File: src/ipaf_pkg.sv
// ----------------------------------------------------------------------------
// ipaf_pkg
// Shared types, character codes and helper functions for the address text
// formatter.
// ----------------------------------------------------------------------------
package ipaf_pkg;

  localparam logic [7:0] CH_ZERO  = 8'h30;
  localparam logic [7:0] CH_COLON = 8'h3a;
  localparam logic [7:0] CH_DOT   = 8'h2e;
  localparam logic [7:0] CH_F     = 8'h66;
  localparam logic [7:0] CH_HEX_A = 8'h61;

  localparam logic [2:0] PRE_END_MAPPED = 3'd6;
  localparam logic [2:0] PRE_END_COMPAT = 3'd1;

  localparam logic [1:0] DIG_HUND = 2'd0;
  localparam logic [1:0] DIG_TENS = 2'd1;
  localparam logic [1:0] DIG_ONES = 2'd2;

  typedef enum logic [1:0] {
    MODE_V4,
    MODE_MAPPED,
    MODE_COMPAT,
    MODE_HEX
  } mode_t;

  typedef struct packed {
    mode_t        mode;
    logic [127:0] addr;
    logic [2:0]   best_start;
    logic [3:0]   best_len;
  } desc_t;

  typedef struct packed {
    logic  push;
    desc_t desc;
  } q_wr_t;

  typedef struct packed {
    logic  avail;
    desc_t desc;
  } q_rd_t;

  typedef enum logic [2:0] {
    ST_IDLE,
    ST_START,
    ST_PRE,
    ST_DEC,
    ST_DOT,
    ST_HEX_DIG,
    ST_HEX_COLON,
    ST_HEX_RUN
  } state_t;

  typedef struct packed {
    logic [3:0] hund;
    logic [3:0] tens;
    logic [3:0] ones;
  } dec_t;

  function automatic dec_t octet_digits(input logic [7:0] v);
    dec_t       d;
    logic [7:0] r;
    if (v >= 8'd200) begin
      d.hund = 4'd2;
      r = v - 8'd200;
    end else if (v >= 8'd100) begin
      d.hund = 4'd1;
      r = v - 8'd100;
    end else begin
      d.hund = 4'd0;
      r = v;
    end
    d.tens = 4'd0;
    for (int k = 1; k < 10; k++) begin
      if (r >= 8'(10 * k)) begin
        d.tens = 4'(k);
      end
    end
    d.ones = 4'(r - ({4'b0, d.tens} * 8'd10));
    return d;
  endfunction

  function automatic logic [1:0] first_digit(input logic [7:0] v);
    if (v >= 8'd100) begin
      return DIG_HUND;
    end else if (v >= 8'd10) begin
      return DIG_TENS;
    end
    return DIG_ONES;
  endfunction

  function automatic logic [1:0] first_nib(input logic [15:0] g);
    if (g[15:12] != 4'd0) begin
      return 2'd0;
    end else if (g[11:8] != 4'd0) begin
      return 2'd1;
    end else if (g[7:4] != 4'd0) begin
      return 2'd2;
    end
    return 2'd3;
  endfunction

  function automatic logic [7:0] hex_char(input logic [3:0] n);
    if (n < 4'd10) begin
      return CH_ZERO + {4'b0, n};
    end
    return CH_HEX_A + {4'b0, n} - 8'd10;
  endfunction

  // "::ffff:"
  function automatic logic [7:0] prefix_char(input logic [2:0] p);
    logic [7:0] c;
    unique case (p) inside
      3'd0, 3'd1, 3'd6: c = CH_COLON;
      default:          c = CH_F;
    endcase
    return c;
  endfunction

endpackage

File: src/ipaf_front.sv
// ----------------------------------------------------------------------------
// ipaf_front
// Accepts addresses, picks the print form and finds the first longest run of
// zero groups, then hands a descriptor to the queue.
// ----------------------------------------------------------------------------
module ipaf_front (
  input  logic                 in_valid,
  output logic                 in_stall,
  input  logic                 command,
  input  logic [63:0]          addr_high,
  input  logic [63:0]          addr_low,
  input  logic                 q_full,
  output ipaf_pkg::q_wr_t      q_wr
);

  logic [7:0]      zero;
  logic [3:0]      run [8];
  logic [3:0]      cnt;
  logic [2:0]      best_start;
  logic [3:0]      best_len;
  ipaf_pkg::mode_t mode;

  always_comb begin
    for (int i = 0; i < 4; i++) begin
      zero[i]     = (addr_high[48 - 16 * i +: 16] == 16'd0);
      zero[i + 4] = (addr_low[48 - 16 * i +: 16] == 16'd0);
    end
  end

  always_comb begin
    cnt = 4'd0;
    for (int i = 7; i >= 0; i--) begin
      cnt    = zero[i] ? cnt + 4'd1 : 4'd0;
      run[i] = cnt;
    end
  end

  always_comb begin
    best_start = 3'd0;
    best_len   = 4'd0;
    for (int i = 0; i < 8; i++) begin
      if (run[i] > best_len) begin
        best_start = 3'(i);
        best_len   = run[i];
      end
    end
  end

  always_comb begin
    if (!command) begin
      mode = ipaf_pkg::MODE_V4;
    end else if (addr_high == 64'd0 && addr_low[63:32] == 32'h0000ffff) begin
      mode = ipaf_pkg::MODE_MAPPED;
    end else if (addr_high == 64'd0 && addr_low[63:32] == 32'd0 &&
                 addr_low[31:0] > 32'd1) begin
      mode = ipaf_pkg::MODE_COMPAT;
    end else begin
      mode = ipaf_pkg::MODE_HEX;
    end
  end

  assign in_stall             = q_full;
  assign q_wr.push            = in_valid && !q_full;
  assign q_wr.desc.mode       = mode;
  assign q_wr.desc.addr       = {addr_high, addr_low};
  assign q_wr.desc.best_start = best_start;
  assign q_wr.desc.best_len   = best_len;

endmodule

File: src/ipaf_queue.sv
// ----------------------------------------------------------------------------
// ipaf_queue
// Two-entry descriptor queue between the front and the back.
// ----------------------------------------------------------------------------
module ipaf_queue (
  input  logic                 clk,
  input  logic                 rst,
  input  ipaf_pkg::q_wr_t      q_wr,
  output logic                 q_full,
  input  logic                 pop,
  output ipaf_pkg::q_rd_t      q_rd
);

  ipaf_pkg::desc_t entries [2];
  logic            wr_ptr;
  logic            rd_ptr;
  logic [1:0]      count;
  logic            do_pop;

  assign q_full     = (count == 2'd2);
  assign q_rd.avail = (count != 2'd0);
  assign q_rd.desc  = entries[rd_ptr];
  assign do_pop     = pop && q_rd.avail;

  always_ff @(posedge clk) begin
    if (q_wr.push) begin
      entries[wr_ptr] <= q_wr.desc;
    end
  end

  always_ff @(posedge clk) begin
    if (rst) begin
      wr_ptr <= 1'b0;
      rd_ptr <= 1'b0;
      count  <= 2'd0;
    end else begin
      if (q_wr.push) begin
        wr_ptr <= ~wr_ptr;
      end
      if (do_pop) begin
        rd_ptr <= ~rd_ptr;
      end
      case ({q_wr.push, do_pop})
        2'b10:   count <= count + 2'd1;
        2'b01:   count <= count - 2'd1;
        default: count <= count;
      endcase
    end
  end

endmodule

File: src/ipaf_back.sv
// ----------------------------------------------------------------------------
// ipaf_back
// Character sequencer: walks one descriptor and emits one character per
// cycle into the output register unless out_stall holds it.
// ----------------------------------------------------------------------------
module ipaf_back (
  input  logic                 clk,
  input  logic                 rst,
  input  ipaf_pkg::q_rd_t      q_rd,
  output logic                 pop,
  output logic                 out_valid,
  input  logic                 out_stall,
  output logic [7:0]           char_code,
  output logic                 last
);

  ipaf_pkg::state_t state, state_next;
  ipaf_pkg::desc_t  desc;
  logic [2:0]       grp, grp_next;
  logic [1:0]       nib, nib_next;
  logic [1:0]       oct, oct_next;
  logic [1:0]       dig, dig_next;
  logic [2:0]       pre, pre_next;
  logic             sub, sub_next;

  logic             emitting;
  logic             adv;
  logic [7:0]       emit_char;
  logic             emit_last;

  logic [15:0]      grp_val;
  logic [7:0]       oct_val;
  ipaf_pkg::dec_t   digits;
  logic [3:0]       run_end;
  logic [2:0]       pre_end;

  logic [2:0]       enter_g;
  logic [15:0]      enter_g_val;
  logic             enter_is_run;
  logic [1:0]       enter_oct;
  logic [7:0]       enter_oct_val;

  assign grp_val       = desc.addr[{~grp, 4'b0000} +: 16];
  assign oct_val       = desc.addr[{~oct, 3'b000} +: 8];
  assign digits        = ipaf_pkg::octet_digits(oct_val);
  assign run_end       = {1'b0, grp} + desc.best_len;
  assign pre_end       = (desc.mode == ipaf_pkg::MODE_MAPPED) ?
                         ipaf_pkg::PRE_END_MAPPED : ipaf_pkg::PRE_END_COMPAT;

  assign enter_g_val   = desc.addr[{~enter_g, 4'b0000} +: 16];
  assign enter_is_run  = (desc.best_len != 4'd0) && (enter_g == desc.best_start);
  assign enter_oct_val = desc.addr[{~enter_oct, 3'b000} +: 8];

  assign emitting = (state != ipaf_pkg::ST_IDLE) && (state != ipaf_pkg::ST_START);
  assign adv      = emitting && (!out_valid || !out_stall);
  assign pop      = (state == ipaf_pkg::ST_IDLE);

  always_comb begin
    case (state)
      ipaf_pkg::ST_HEX_COLON: enter_g = grp + 3'd1;
      ipaf_pkg::ST_HEX_RUN:   enter_g = run_end[2:0];
      default:                enter_g = 3'd0;
    endcase
    enter_oct = (state == ipaf_pkg::ST_DOT) ? oct + 2'd1 : 2'd0;
  end

  // next state and counters
  always_comb begin
    state_next = state;
    grp_next   = grp;
    nib_next   = nib;
    oct_next   = oct;
    dig_next   = dig;
    pre_next   = pre;
    sub_next   = sub;
    unique case (state)
      ipaf_pkg::ST_IDLE: begin
        if (q_rd.avail) begin
          state_next = ipaf_pkg::ST_START;
        end
      end
      ipaf_pkg::ST_START: begin
        oct_next = 2'd0;
        pre_next = 3'd0;
        dig_next = ipaf_pkg::first_digit(enter_oct_val);
        unique case (desc.mode) inside
          ipaf_pkg::MODE_V4:                           state_next = ipaf_pkg::ST_DEC;
          ipaf_pkg::MODE_MAPPED, ipaf_pkg::MODE_COMPAT: state_next = ipaf_pkg::ST_PRE;
          default: begin
            grp_next   = enter_g;
            sub_next   = 1'b0;
            nib_next   = ipaf_pkg::first_nib(enter_g_val);
            state_next = enter_is_run ? ipaf_pkg::ST_HEX_RUN : ipaf_pkg::ST_HEX_DIG;
          end
        endcase
      end
      ipaf_pkg::ST_PRE: begin
        if (adv) begin
          if (pre == pre_end) begin
            state_next = ipaf_pkg::ST_DEC;
            oct_next   = 2'd0;
            dig_next   = ipaf_pkg::first_digit(enter_oct_val);
          end else begin
            pre_next = pre + 3'd1;
          end
        end
      end
      ipaf_pkg::ST_DEC: begin
        if (adv) begin
          if (dig == ipaf_pkg::DIG_ONES) begin
            state_next = (oct == 2'd3) ? ipaf_pkg::ST_IDLE : ipaf_pkg::ST_DOT;
          end else begin
            dig_next = dig + 2'd1;
          end
        end
      end
      ipaf_pkg::ST_DOT: begin
        if (adv) begin
          state_next = ipaf_pkg::ST_DEC;
          oct_next   = enter_oct;
          dig_next   = ipaf_pkg::first_digit(enter_oct_val);
        end
      end
      ipaf_pkg::ST_HEX_DIG: begin
        if (adv) begin
          if (nib == 2'd3) begin
            state_next = (grp == 3'd7) ? ipaf_pkg::ST_IDLE : ipaf_pkg::ST_HEX_COLON;
          end else begin
            nib_next = nib + 2'd1;
          end
        end
      end
      ipaf_pkg::ST_HEX_COLON: begin
        if (adv) begin
          grp_next   = enter_g;
          sub_next   = 1'b0;
          nib_next   = ipaf_pkg::first_nib(enter_g_val);
          state_next = enter_is_run ? ipaf_pkg::ST_HEX_RUN : ipaf_pkg::ST_HEX_DIG;
        end
      end
      ipaf_pkg::ST_HEX_RUN: begin
        if (adv) begin
          if (grp == 3'd0 && !sub) begin
            sub_next = 1'b1;
          end else if (run_end[3]) begin
            state_next = ipaf_pkg::ST_IDLE;
          end else begin
            grp_next   = enter_g;
            sub_next   = 1'b0;
            nib_next   = ipaf_pkg::first_nib(enter_g_val);
            state_next = enter_is_run ? ipaf_pkg::ST_HEX_RUN : ipaf_pkg::ST_HEX_DIG;
          end
        end
      end
      default: state_next = ipaf_pkg::ST_IDLE;
    endcase
  end

  // character for the current step
  always_comb begin
    emit_char = ipaf_pkg::CH_COLON;
    emit_last = 1'b0;
    unique case (state)
      ipaf_pkg::ST_PRE: emit_char = ipaf_pkg::prefix_char(pre);
      ipaf_pkg::ST_DEC: begin
        case (dig)
          ipaf_pkg::DIG_HUND: emit_char = ipaf_pkg::CH_ZERO + {4'b0, digits.hund};
          ipaf_pkg::DIG_TENS: emit_char = ipaf_pkg::CH_ZERO + {4'b0, digits.tens};
          default:            emit_char = ipaf_pkg::CH_ZERO + {4'b0, digits.ones};
        endcase
        emit_last = (dig == ipaf_pkg::DIG_ONES) && (oct == 2'd3);
      end
      ipaf_pkg::ST_DOT: emit_char = ipaf_pkg::CH_DOT;
      ipaf_pkg::ST_HEX_DIG: begin
        emit_char = ipaf_pkg::hex_char(grp_val[{~nib, 2'b00} +: 4]);
        emit_last = (nib == 2'd3) && (grp == 3'd7);
      end
      ipaf_pkg::ST_HEX_RUN: begin
        emit_last = !(grp == 3'd0 && !sub) && run_end[3];
      end
      default: emit_char = ipaf_pkg::CH_COLON;
    endcase
  end

  always_ff @(posedge clk) begin
    if (state == ipaf_pkg::ST_IDLE && q_rd.avail) begin
      desc <= q_rd.desc;
    end
    grp <= grp_next;
    nib <= nib_next;
    oct <= oct_next;
    dig <= dig_next;
    pre <= pre_next;
    sub <= sub_next;
    if (adv) begin
      char_code <= emit_char;
      last      <= emit_last;
    end
  end

  always_ff @(posedge clk) begin
    if (rst) begin
      state     <= ipaf_pkg::ST_IDLE;
      out_valid <= 1'b0;
    end else begin
      state <= state_next;
      if (adv) begin
        out_valid <= 1'b1;
      end else if (!out_stall) begin
        out_valid <= 1'b0;
      end
    end
  end

endmodule

File: src/ip_address_text_formatter_unit.sv
// ----------------------------------------------------------------------------
// ip_address_text_formatter_unit
// Prints a binary IPv4 or IPv6 address as ASCII text, one character per
// output transaction, flagging the last character.
//
//   channel  direction  handshake            payload
//   in       input      in_valid / in_stall   command, addr_high, addr_low
//   out      output     out_valid / out_stall char_code, last
//
// One character leaves per cycle while out_stall is low; an address also passes
// through the idle and start states of the back sequencer. A two-entry queue
// lets the front take new addresses meanwhile.
// Reset (rst, synchronous) empties the queue and the output register.
// out_stall holds the output register and pauses the sequencer; in_stall
// rises only while the queue is full.
// ----------------------------------------------------------------------------
module ip_address_text_formatter_unit (
  input  logic        clk,
  input  logic        rst,
  input  logic        in_valid,
  output logic        in_stall,
  input  logic        command,
  input  logic [63:0] addr_high,
  input  logic [63:0] addr_low,
  output logic        out_valid,
  input  logic        out_stall,
  output logic [7:0]  char_code,
  output logic        last
);

  ipaf_pkg::q_wr_t q_wr;
  ipaf_pkg::q_rd_t q_rd;
  logic            q_full;
  logic            pop;

  ipaf_front u_front (
    .in_valid  (in_valid),
    .in_stall  (in_stall),
    .command   (command),
    .addr_high (addr_high),
    .addr_low  (addr_low),
    .q_full    (q_full),
    .q_wr      (q_wr)
  );

  ipaf_queue u_queue (
    .clk    (clk),
    .rst    (rst),
    .q_wr   (q_wr),
    .q_full (q_full),
    .pop    (pop),
    .q_rd   (q_rd)
  );

  ipaf_back u_back (
    .clk       (clk),
    .rst       (rst),
    .q_rd      (q_rd),
    .pop       (pop),
    .out_valid (out_valid),
    .out_stall (out_stall),
    .char_code (char_code),
    .last      (last)
  );

endmodule

File: config.mk
export PLATFORM = sky130hd
export DESIGN_NAME = ip_address_text_formatter_unit
export DESIGN_NICKNAME = d
export VERILOG_FILES = /design/src/ipaf_pkg.sv /design/src/ipaf_front.sv /design/src/ipaf_queue.sv /design/src/ipaf_back.sv /design/src/ip_address_text_formatter_unit.sv
export SDC_FILE = /design/constraint.sdc
export NUM_CORES = 1
export LEC_CHECK = 0
export BUFFER_PORTS_ARGS = -buffer_cell sky130_fd_sc_hd__buf_2
export CAP_MARGIN = 20
export CELL_PAD_IN_SITES_DETAIL_PLACEMENT = 1
export CELL_PAD_IN_SITES_GLOBAL_PLACEMENT = 2
export CORE_MARGIN = 5
export CORE_UTILIZATION = 44
export CTS_CLUSTER_DIAMETER = 100
export CTS_CLUSTER_SIZE = 16
export DETAILED_ROUTE_END_ITERATION = 8
export PLACE_DENSITY_LB_ADDON = 0.3
export SYNTH_ARGS = -nofsm -noshare
export SYNTH_HDL_FRONTEND = slang
export SYNTH_HIERARCHICAL = 1
export SYNTH_SLANG_ARGS = --single-unit
File: constraint.sdc
create_clock -name clk -period 15.7 [get_ports clk]
set_clock_uncertainty 0.15 [all_clocks]
set_input_delay 0.785 -clock clk [delete_from_list [all_inputs] [get_ports clk]]
set_output_delay 0.785 -clock clk [all_outputs]
set_load 0.02 [all_outputs]
==> impl_metrics.yaml, run 1 <==
clocking:
  cts.path.max_buffers: 3
  cts_tree: "built"
  cts_buffers: 35
  cts.sinks: 441
  htree_levels: 2
  clk_pin_slew_worst_paths_ps: 70
  clock_latency_ps: 560
  root_buffer: "clkbuf_16"
  postCtsSetupBuffers: 0
detailed_routing:
  vias: 12773
  drt-pass1-iter-count: 5
  ant_nets: 0
  wire_per_inst_um: 24.17
  viasPerCell: 5.767
  wirelength_mm: 53.55
  drc_errors: 0
  drt_iter0_drc: 928
setup_path:
  critPathArrivalTime_ps: 14830
  critical_path_class: "in -> reg"
  r2r_cells: 18
  cp_slowest_stage_delay_ps: 440
  r2r_start: "u_back/oct[0]"
  timing.critical_path.mode_cell: "ha_1"
  required_ps: 15850
  cp_max_fo: 8
  r2r_setup_slack_ps: 9940
  crit_path_top_delay_cell: "nand4_1"
  r2r-end: "u_back/char_code[2]"
  start_kind: "input port"
  worstSetupEndpointType: "flip-flop"
layout:
  num_antenna_cells: 0
  drive_gt1_share_pct: 27.92
  fin_area_um2: 23300
  area_growth_pct: 6.485
  nets: 1723
timing:
  maxSlewViolCount: 0
  hold_viol_final: 0
  fin_crit_sh_pct: 93.50
  fmax_mhz: 68.12
  tightest_slew_ps: 1085
  fin_ws_ps: 1020
  timing.final.crit_period_ps: 14680
  finalSetupViolCount: 0
  tns_ps: 0
  rsz0062_at_grt: "false"
  relSlewSlack_pct: 27.68
grt:
  grt_max_degree: 80
  grt_antenna_before_repair: 1
  grt_overflow: 0
  grt_pass1_wl_mm: 82.60
  grt_pass1_vias: 13473
  grtUsageTotal_pct: 19.79
synthesis:
  syn_inst: 1526
  async_flop_share_pct: 0
  synth-main-ff-cell: "edfxtp_1"
  synth-edff-count: 432
  ys_ff_latch: 441
  yosysWarnings: 6
  syn_avg_cell_area_um2: 14.34
  ys_seq_area_share_pct: 60.11
  synthesis.area_um2: 21880
  synthDistinctLibCells: 101
run:
  cap_violations: 0
floorplanning:
  fp.dieW_um: 233.0
  io_pins: 144
  die_area_um2: 54290
  die_y_um: 233.0
  core-area_um2: 49050
  row_count: 81
  start_util_pct: 44.61
placement:
  dp_hpwl_mm: 38.75
  place_ws_ps: 163.2
  placed_area_um2: 22270
  place.gp.congestion: 0.8386
  portBuffers: 142
worst_hold_path:
  hold_path_depth: 1
  min_from: "addr_low[25]"
  hold_class: "in -> reg"
  hold_end: "u_queue/entries[1][32]"
power_and_ir_drop:
  p_leak_nw: 7.904
  vdd_drop_max_mv: 0.08592
  power_density_nw_per_um2: 179.9
run_status:
  outcome: "finished clean"
[placed cells by master, fill, tap and decap left out, types with 17 or more instances in the layout]
cell	count
a21oi_1	46
buf_2	142
clkbuf_16	36
edfxtp_1	432
ha_1	53
inv_1	42
mux2_2	144
mux2i_1	17
mux4_2	46
nand2_1	74
nand3_1	30
nand4_1	19
nor2_1	60
nor3_1	17
nor4_1	40
o21ai_0	47
[metal layers]
metal  routed length (um)  vias up  GRT usage, %
met4                 1491        0         5.667
met5                    0        -             0
li1                     -     5858             -
met1                24500     6541         28.51
met2                25090      303         31.48
met3                 2466       71         2.941
[registers in the layout, indices dropped and copies added, names as in the netlist, 2 cells and up, named ones only]
signal / count
u_back/char_code: 7
u_back/desc: 137
u_back/dig: 2
u_back/grp: 3
u_back/nib: 2
u_back/oct: 2
u_back/pre: 3
u_back/state: 3
u_queue/count: 2
u_queue/entries: 274
[cells by family after synthesis]
logic type,count (synthesis),synth area share [%]
adder cells (fa/ha/maj),56,3.260
other,2,0.03432
multiplexers,212,13.32
buffers and inverters,229,6.531
XOR/XNOR,16,0.6405
AND/OR/NAND/NOR,336,8.378
AO/OA/AOI/OAI,234,7.726
flip-flops,441,60.11
[what timing repair did]
action / 4_1_cts / 5_1_grt
endpoints found under the hold margin: 0 / 0
gates resized for setup: 0 / 3
hold buffers: 0 / 0
setup endpoints to repair: 0 / 8
[where the power goes]
part | switching, mW | internal [mW] | leakage (nW)
combinational | 0.815 | 0.589 | 3.30
sequential | 0.238 | 1.71 | 4.12
clock | 0.411 | 0.429 | 0.491
[how the worst max path moves through the flow]
stage                       startpoint               endpoint  slack (ps)  cells past startpoint
after floorplan           addr_low[14]  u_queue/entries[0][0]        2920                     63
after global placement     addr_low[2]  u_queue/entries[0][0]         940                     64
after detailed placement   addr_low[2]  u_queue/entries[0][0]         160                     66
after CTS                  addr_low[2]  u_queue/entries[0][0]         730                     64
after global routing       addr_low[2]  u_queue/entries[0][0]          80                     66
final                      addr_low[2]  u_queue/entries[0][0]        1020                     64
[synth_stat cells (all sizes together) (18+ instances only)]
cell	number	area, um2
edfxtp	432	12970
buf	161	1174
mux2	148	1682
nand2	74	277.8
nor2	62	235.2
o21ai	54	277.8
ha	53	663.1
a21oi	47	246.5
inv	47	176.4
mux4	47	1062
nor4	45	312.8
nand3	31	160.1
clkbuf	20	75.07
nand4	19	118.9
nor3	18	95.09
[per-stage QoR]
stage | hold slack (ps) | power, mW | util, % | cells
after detailed placement | 358.4 | 3.375 | 45.40 | 2162
after CTS | 255.0 | 4.230 | 47.47 | 2215
after floorplan | 319.5 | 2.981 | - | 1527
after global placement | 327.6 | 3.340 | 45.40 | 2162
final | 283.1 | 4.192 | 47.50 | 2215
after global routing | 256.9 | 4.435 | 47.50 | 2215
[critical path: cells and delay by family]
kind,cells,cell delay [ps]
adder cells (fa/ha/maj),11,3360
XOR/XNOR,1,160
multiplexers,3,1040
AND/OR/NAND/NOR,20,3730
buffers and inverters,6,550
AO/OA/AOI/OAI,23,5190
[final cells by class]
type | count | area [um2]
multi-input combinational | 857 | 7326
clock inverter | 5 | 73.82
timing repair buffer | 152 | 785.8
clock buffer | 48 | 945.9
inverter | 48 | 180.2
sequential | 441 | 13160
fill | 4920 | 25750
tap | 664 | 830.8
(Power assumes the default switching activity.)
==> run 2: changes to the inputs <==
--- a/config.mk
+++ b/config.mk
@@ -12,3 +12,3 @@
 export CORE_MARGIN = 5
-export CORE_UTILIZATION = 44
+export CORE_UTILIZATION = 45
 export CTS_CLUSTER_DIAMETER = 100
@@ -17,5 +17,5 @@
 export PLACE_DENSITY_LB_ADDON = 0.3
+export SETUP_SLACK_MARGIN = 0.2
 export SYNTH_ARGS = -nofsm -noshare
 export SYNTH_HDL_FRONTEND = slang
-export SYNTH_HIERARCHICAL = 1
 export SYNTH_SLANG_ARGS = --single-unit
--- a/constraint.sdc
+++ b/constraint.sdc
@@ -4,2 +4,2 @@
 set_output_delay 0.785 -clock clk [all_outputs]
-set_load 0.02 [all_outputs]
+set_load 0.005 [all_outputs]
==> run 2 against run 1 <==
Effect of this change: design area fell by 3.7%; combinational power fell by 5%; utilization rose by 3.3 points; count of clock-buffer cells in the layout fell by 6; register-to-register slack improved by 490 ps; non-clock buffer count rose by 2; synthesized cell count fell by 17%; sequential power fell by 3%; highest routed layer unchanged.
==> impl_metrics.yaml, run 2 <==
timing:
  maxSlewViolCount: 0
  rsz0062_at_grt: "false"
  fmax_mhz: 69.86
  hold_viol_final: 0
  fin_crit_sh_pct: 91.17
  finalSetupViolCount: 0
  fin_ws_ps: 1386
  relSlewSlack_pct: 29.56
  tns_ps: 0
  holdWs_ps: 304.0
  timing.final.crit_period_ps: 14310
  tightest_slew_ps: 1057
worst_hold_path:
  hold_path_depth: 1
  min_from: "addr_low[5]"
  hold_class: "in -> reg"
  hold_end: "u_queue.entries[0][12]"
detailed_routing:
  wl_met1_mm: 22.49
  wire_per_inst_um: 24.61
  met3_length_mm: 2.449
  wl_met2_mm: 23.35
  ant_nets: 0
  top_layer: "met4"
  vias: 11669
  drt-pass1-iter-count: 5
  wirelength_mm: 49.74
  viasPerCell: 5.774
  drc_errors: 0
  drt_iter0_drc: 935
setup_path:
  r2r_start: "u_back.oct[1]"
  required_ps: 15830
  start_kind: "input port"
  critPathArrivalTime_ps: 14440
  crit_path_top_delay_cell: "nor4_1"
  r2r_setup_slack_ps: 10430
  critical_path_class: "in -> reg"
  cp_slowest_stage_delay_ps: 440
  worstSetupEndpointType: "flip-flop"
  cp_max_fo: 10
  r2r-end: "u_back.char_code[3]"
  r2r_cells: 16
layout:
  largest_reg_flops: 274
  drive_gt1_share_pct: 30.51
  reg_top3: "u_queue.entries: 274 flops, u_back.desc: 137 flops, u_back.char_code: 7 flops"
  regArea_um2: 13140
  num_antenna_cells: 0
  nets: 1602
  final_cell_mix: "432 x edfxtp_1, 142 x buf_2, 140 x mux2_2, 68 x nor2_1, 59 x nand2_1"
  fillCellCount: 4325
  final_cells: 2021
  area_growth_pct: 11.94
  largest-register: "u_queue.entries"
  mostFrequentLayoutCell: "edfxtp_1"
  final_util_pct: 50.84
  multiInputGateArea_um2: 6616
run:
  cap_violations: 0
floorplanning:
  io_pins: 144
  row_count: 77
  start_util_pct: 45.42
  fp.dieW_um: 221.0
  die_area_um2: 48850
  die_y_um: 221.0
  core-area_um2: 44120
clocking:
  cts_buffers: 34
  clk_pin_slew_worst_paths_ps: 80
  cts_tree: "built"
  cts.path.max_buffers: 3
  root_buffer: "clkbuf_16"
  cts.sinks: 440
  htree_levels: 2
  clock_latency_ps: 530
placement:
  portBuffers: 142
  place_ws_ps: 501.1
  place.gp.congestion: 0.8931
  dp_cells: 1972
  dp_hpwl_mm: 35.84
synthesis:
  ys_ff_latch: 440
  synth_top_area_cell: "edfxtp_1"
  synthesis.area_um2: 20040
  synth-edff-count: 432
  ys_seq_area_share_pct: 65.53
  synth_top_cell_area_share_pct: 64.73
  yosys-top-cells-area: "edfxtp_1 65%, mux2_2 7.9%, mux4_2 5.6%"
  yosysWarnings: 0
  synth_most_common_cell: "edfxtp_1"
  syn_avg_cell_area_um2: 15.76
  synth-main-ff-cell: "edfxtp_1"
  syn_inst: 1272
  synthDistinctLibCells: 91
  async_flop_share_pct: 0
  yosys-top-cells-count: "432 x edfxtp_1, 140 x mux2_2, 69 x nor2_1, 59 x nand2_1, 50 x mux4_2"
run_status:
  outcome: "finished clean"
power_and_ir_drop:
  p_leak_nw: 7.605
  vdd_drop_max_mv: 0.1478
  power_density_nw_per_um2: 180.7
grt:
  grt_overflow: 0
  grtUsageTotal_pct: 19.89
  grt_pass1_vias: 12330
  grt_pass1_wl_mm: 75.89
  grt_max_degree: 75
  grt_antenna_before_repair: 0
-- run 2: cell count changes after synthesis, sizes merged, moves of 9 or more --
| cell | change |
|---|---|
| buf | -149 |
| a31oi | -9 |
| clkbuf | +15 |
| nand2b | +10 |
| o21ai | -18 |
| nand3 | -9 |
| nand2 | -14 |
-- run 2: worst max-delay path, delay by kind of cell --
family / cells / cell delay (ps)
xor gates and xnor gates: 1 / 100
AOI/OAI and AO/OA: 25 / 5620
and+or+nand+nor: 23 / 2880
buffers and inverters: 12 / 1110
muxes: 4 / 1400
adders and majority gates: 9 / 2540
-- run 2: logic make-up after synthesis --
family | share of synthesized area (%)
compound gates | 5.619
xor+xnor | 0.9553
fa+ha+maj | 3.259
buf+inv | 1.736
flops | 65.53
mux | 14.70
other cells | 0.03747
simple gates | 8.160
-- run 2: metrics by stage --
stage / cell area [um2] / power [mW]
6_report: 22430 / 4.053
5_1_grt: 22430 / 4.283
4_1_cts: 22380 / 4.084
3_5_place_dp: 21410 / 3.260
3_3_place_gp: 21410 / 3.220
2_1_floorplan: 20060 / 2.865
-- run 2: repair_timing --
action	in CTS	in global routing
buffers inserted	0	1
endpoints found under the setup margin	0	4
hold buffers	0	0
resized for setup	0	3
-- run 2: worst max path at each step --
stage	start	to	slack [ps]
2_1_floorplan	addr_low[9]	u_queue.entries[0][0]	2910
3_3_place_gp	addr_low[50]	u_queue.entries[0][0]	1020
3_5_place_dp	addr_low[9]	u_queue.entries[0][0]	500
4_1_cts	addr_low[9]	u_queue.entries[0][0]	1010
5_1_grt	addr_low[9]	u_queue.entries[0][0]	160
6_report	addr_low[9]	u_queue.entries[0][0]	1390
-- run 2: routing by layer --
layer	global-route usage (%)	vias to the layer above
li1	-	5324
met1	28.81	5939
met2	31.90	333
met3	2.438	73
met4	6.002	0
met5	0	-
-- run 2: where the power goes --
part           internal [mW]  total [mW]  switching, mW
registers               1.69        1.90          0.216
logic                  0.579        1.33          0.755
clock network          0.423       0.814          0.391
total                   2.69        4.05           1.36
-- run 2: layout make-up --
cell class	instances	area share, %
Clock inverter	5	0.3012
Tap cell	592	3.302
Inverter	40	0.6693
Timing Repair Buffer	154	3.659
Sequential cell	440	58.56
Multi-Input combinational cell	748	29.49
Clock buffer	42	4.021
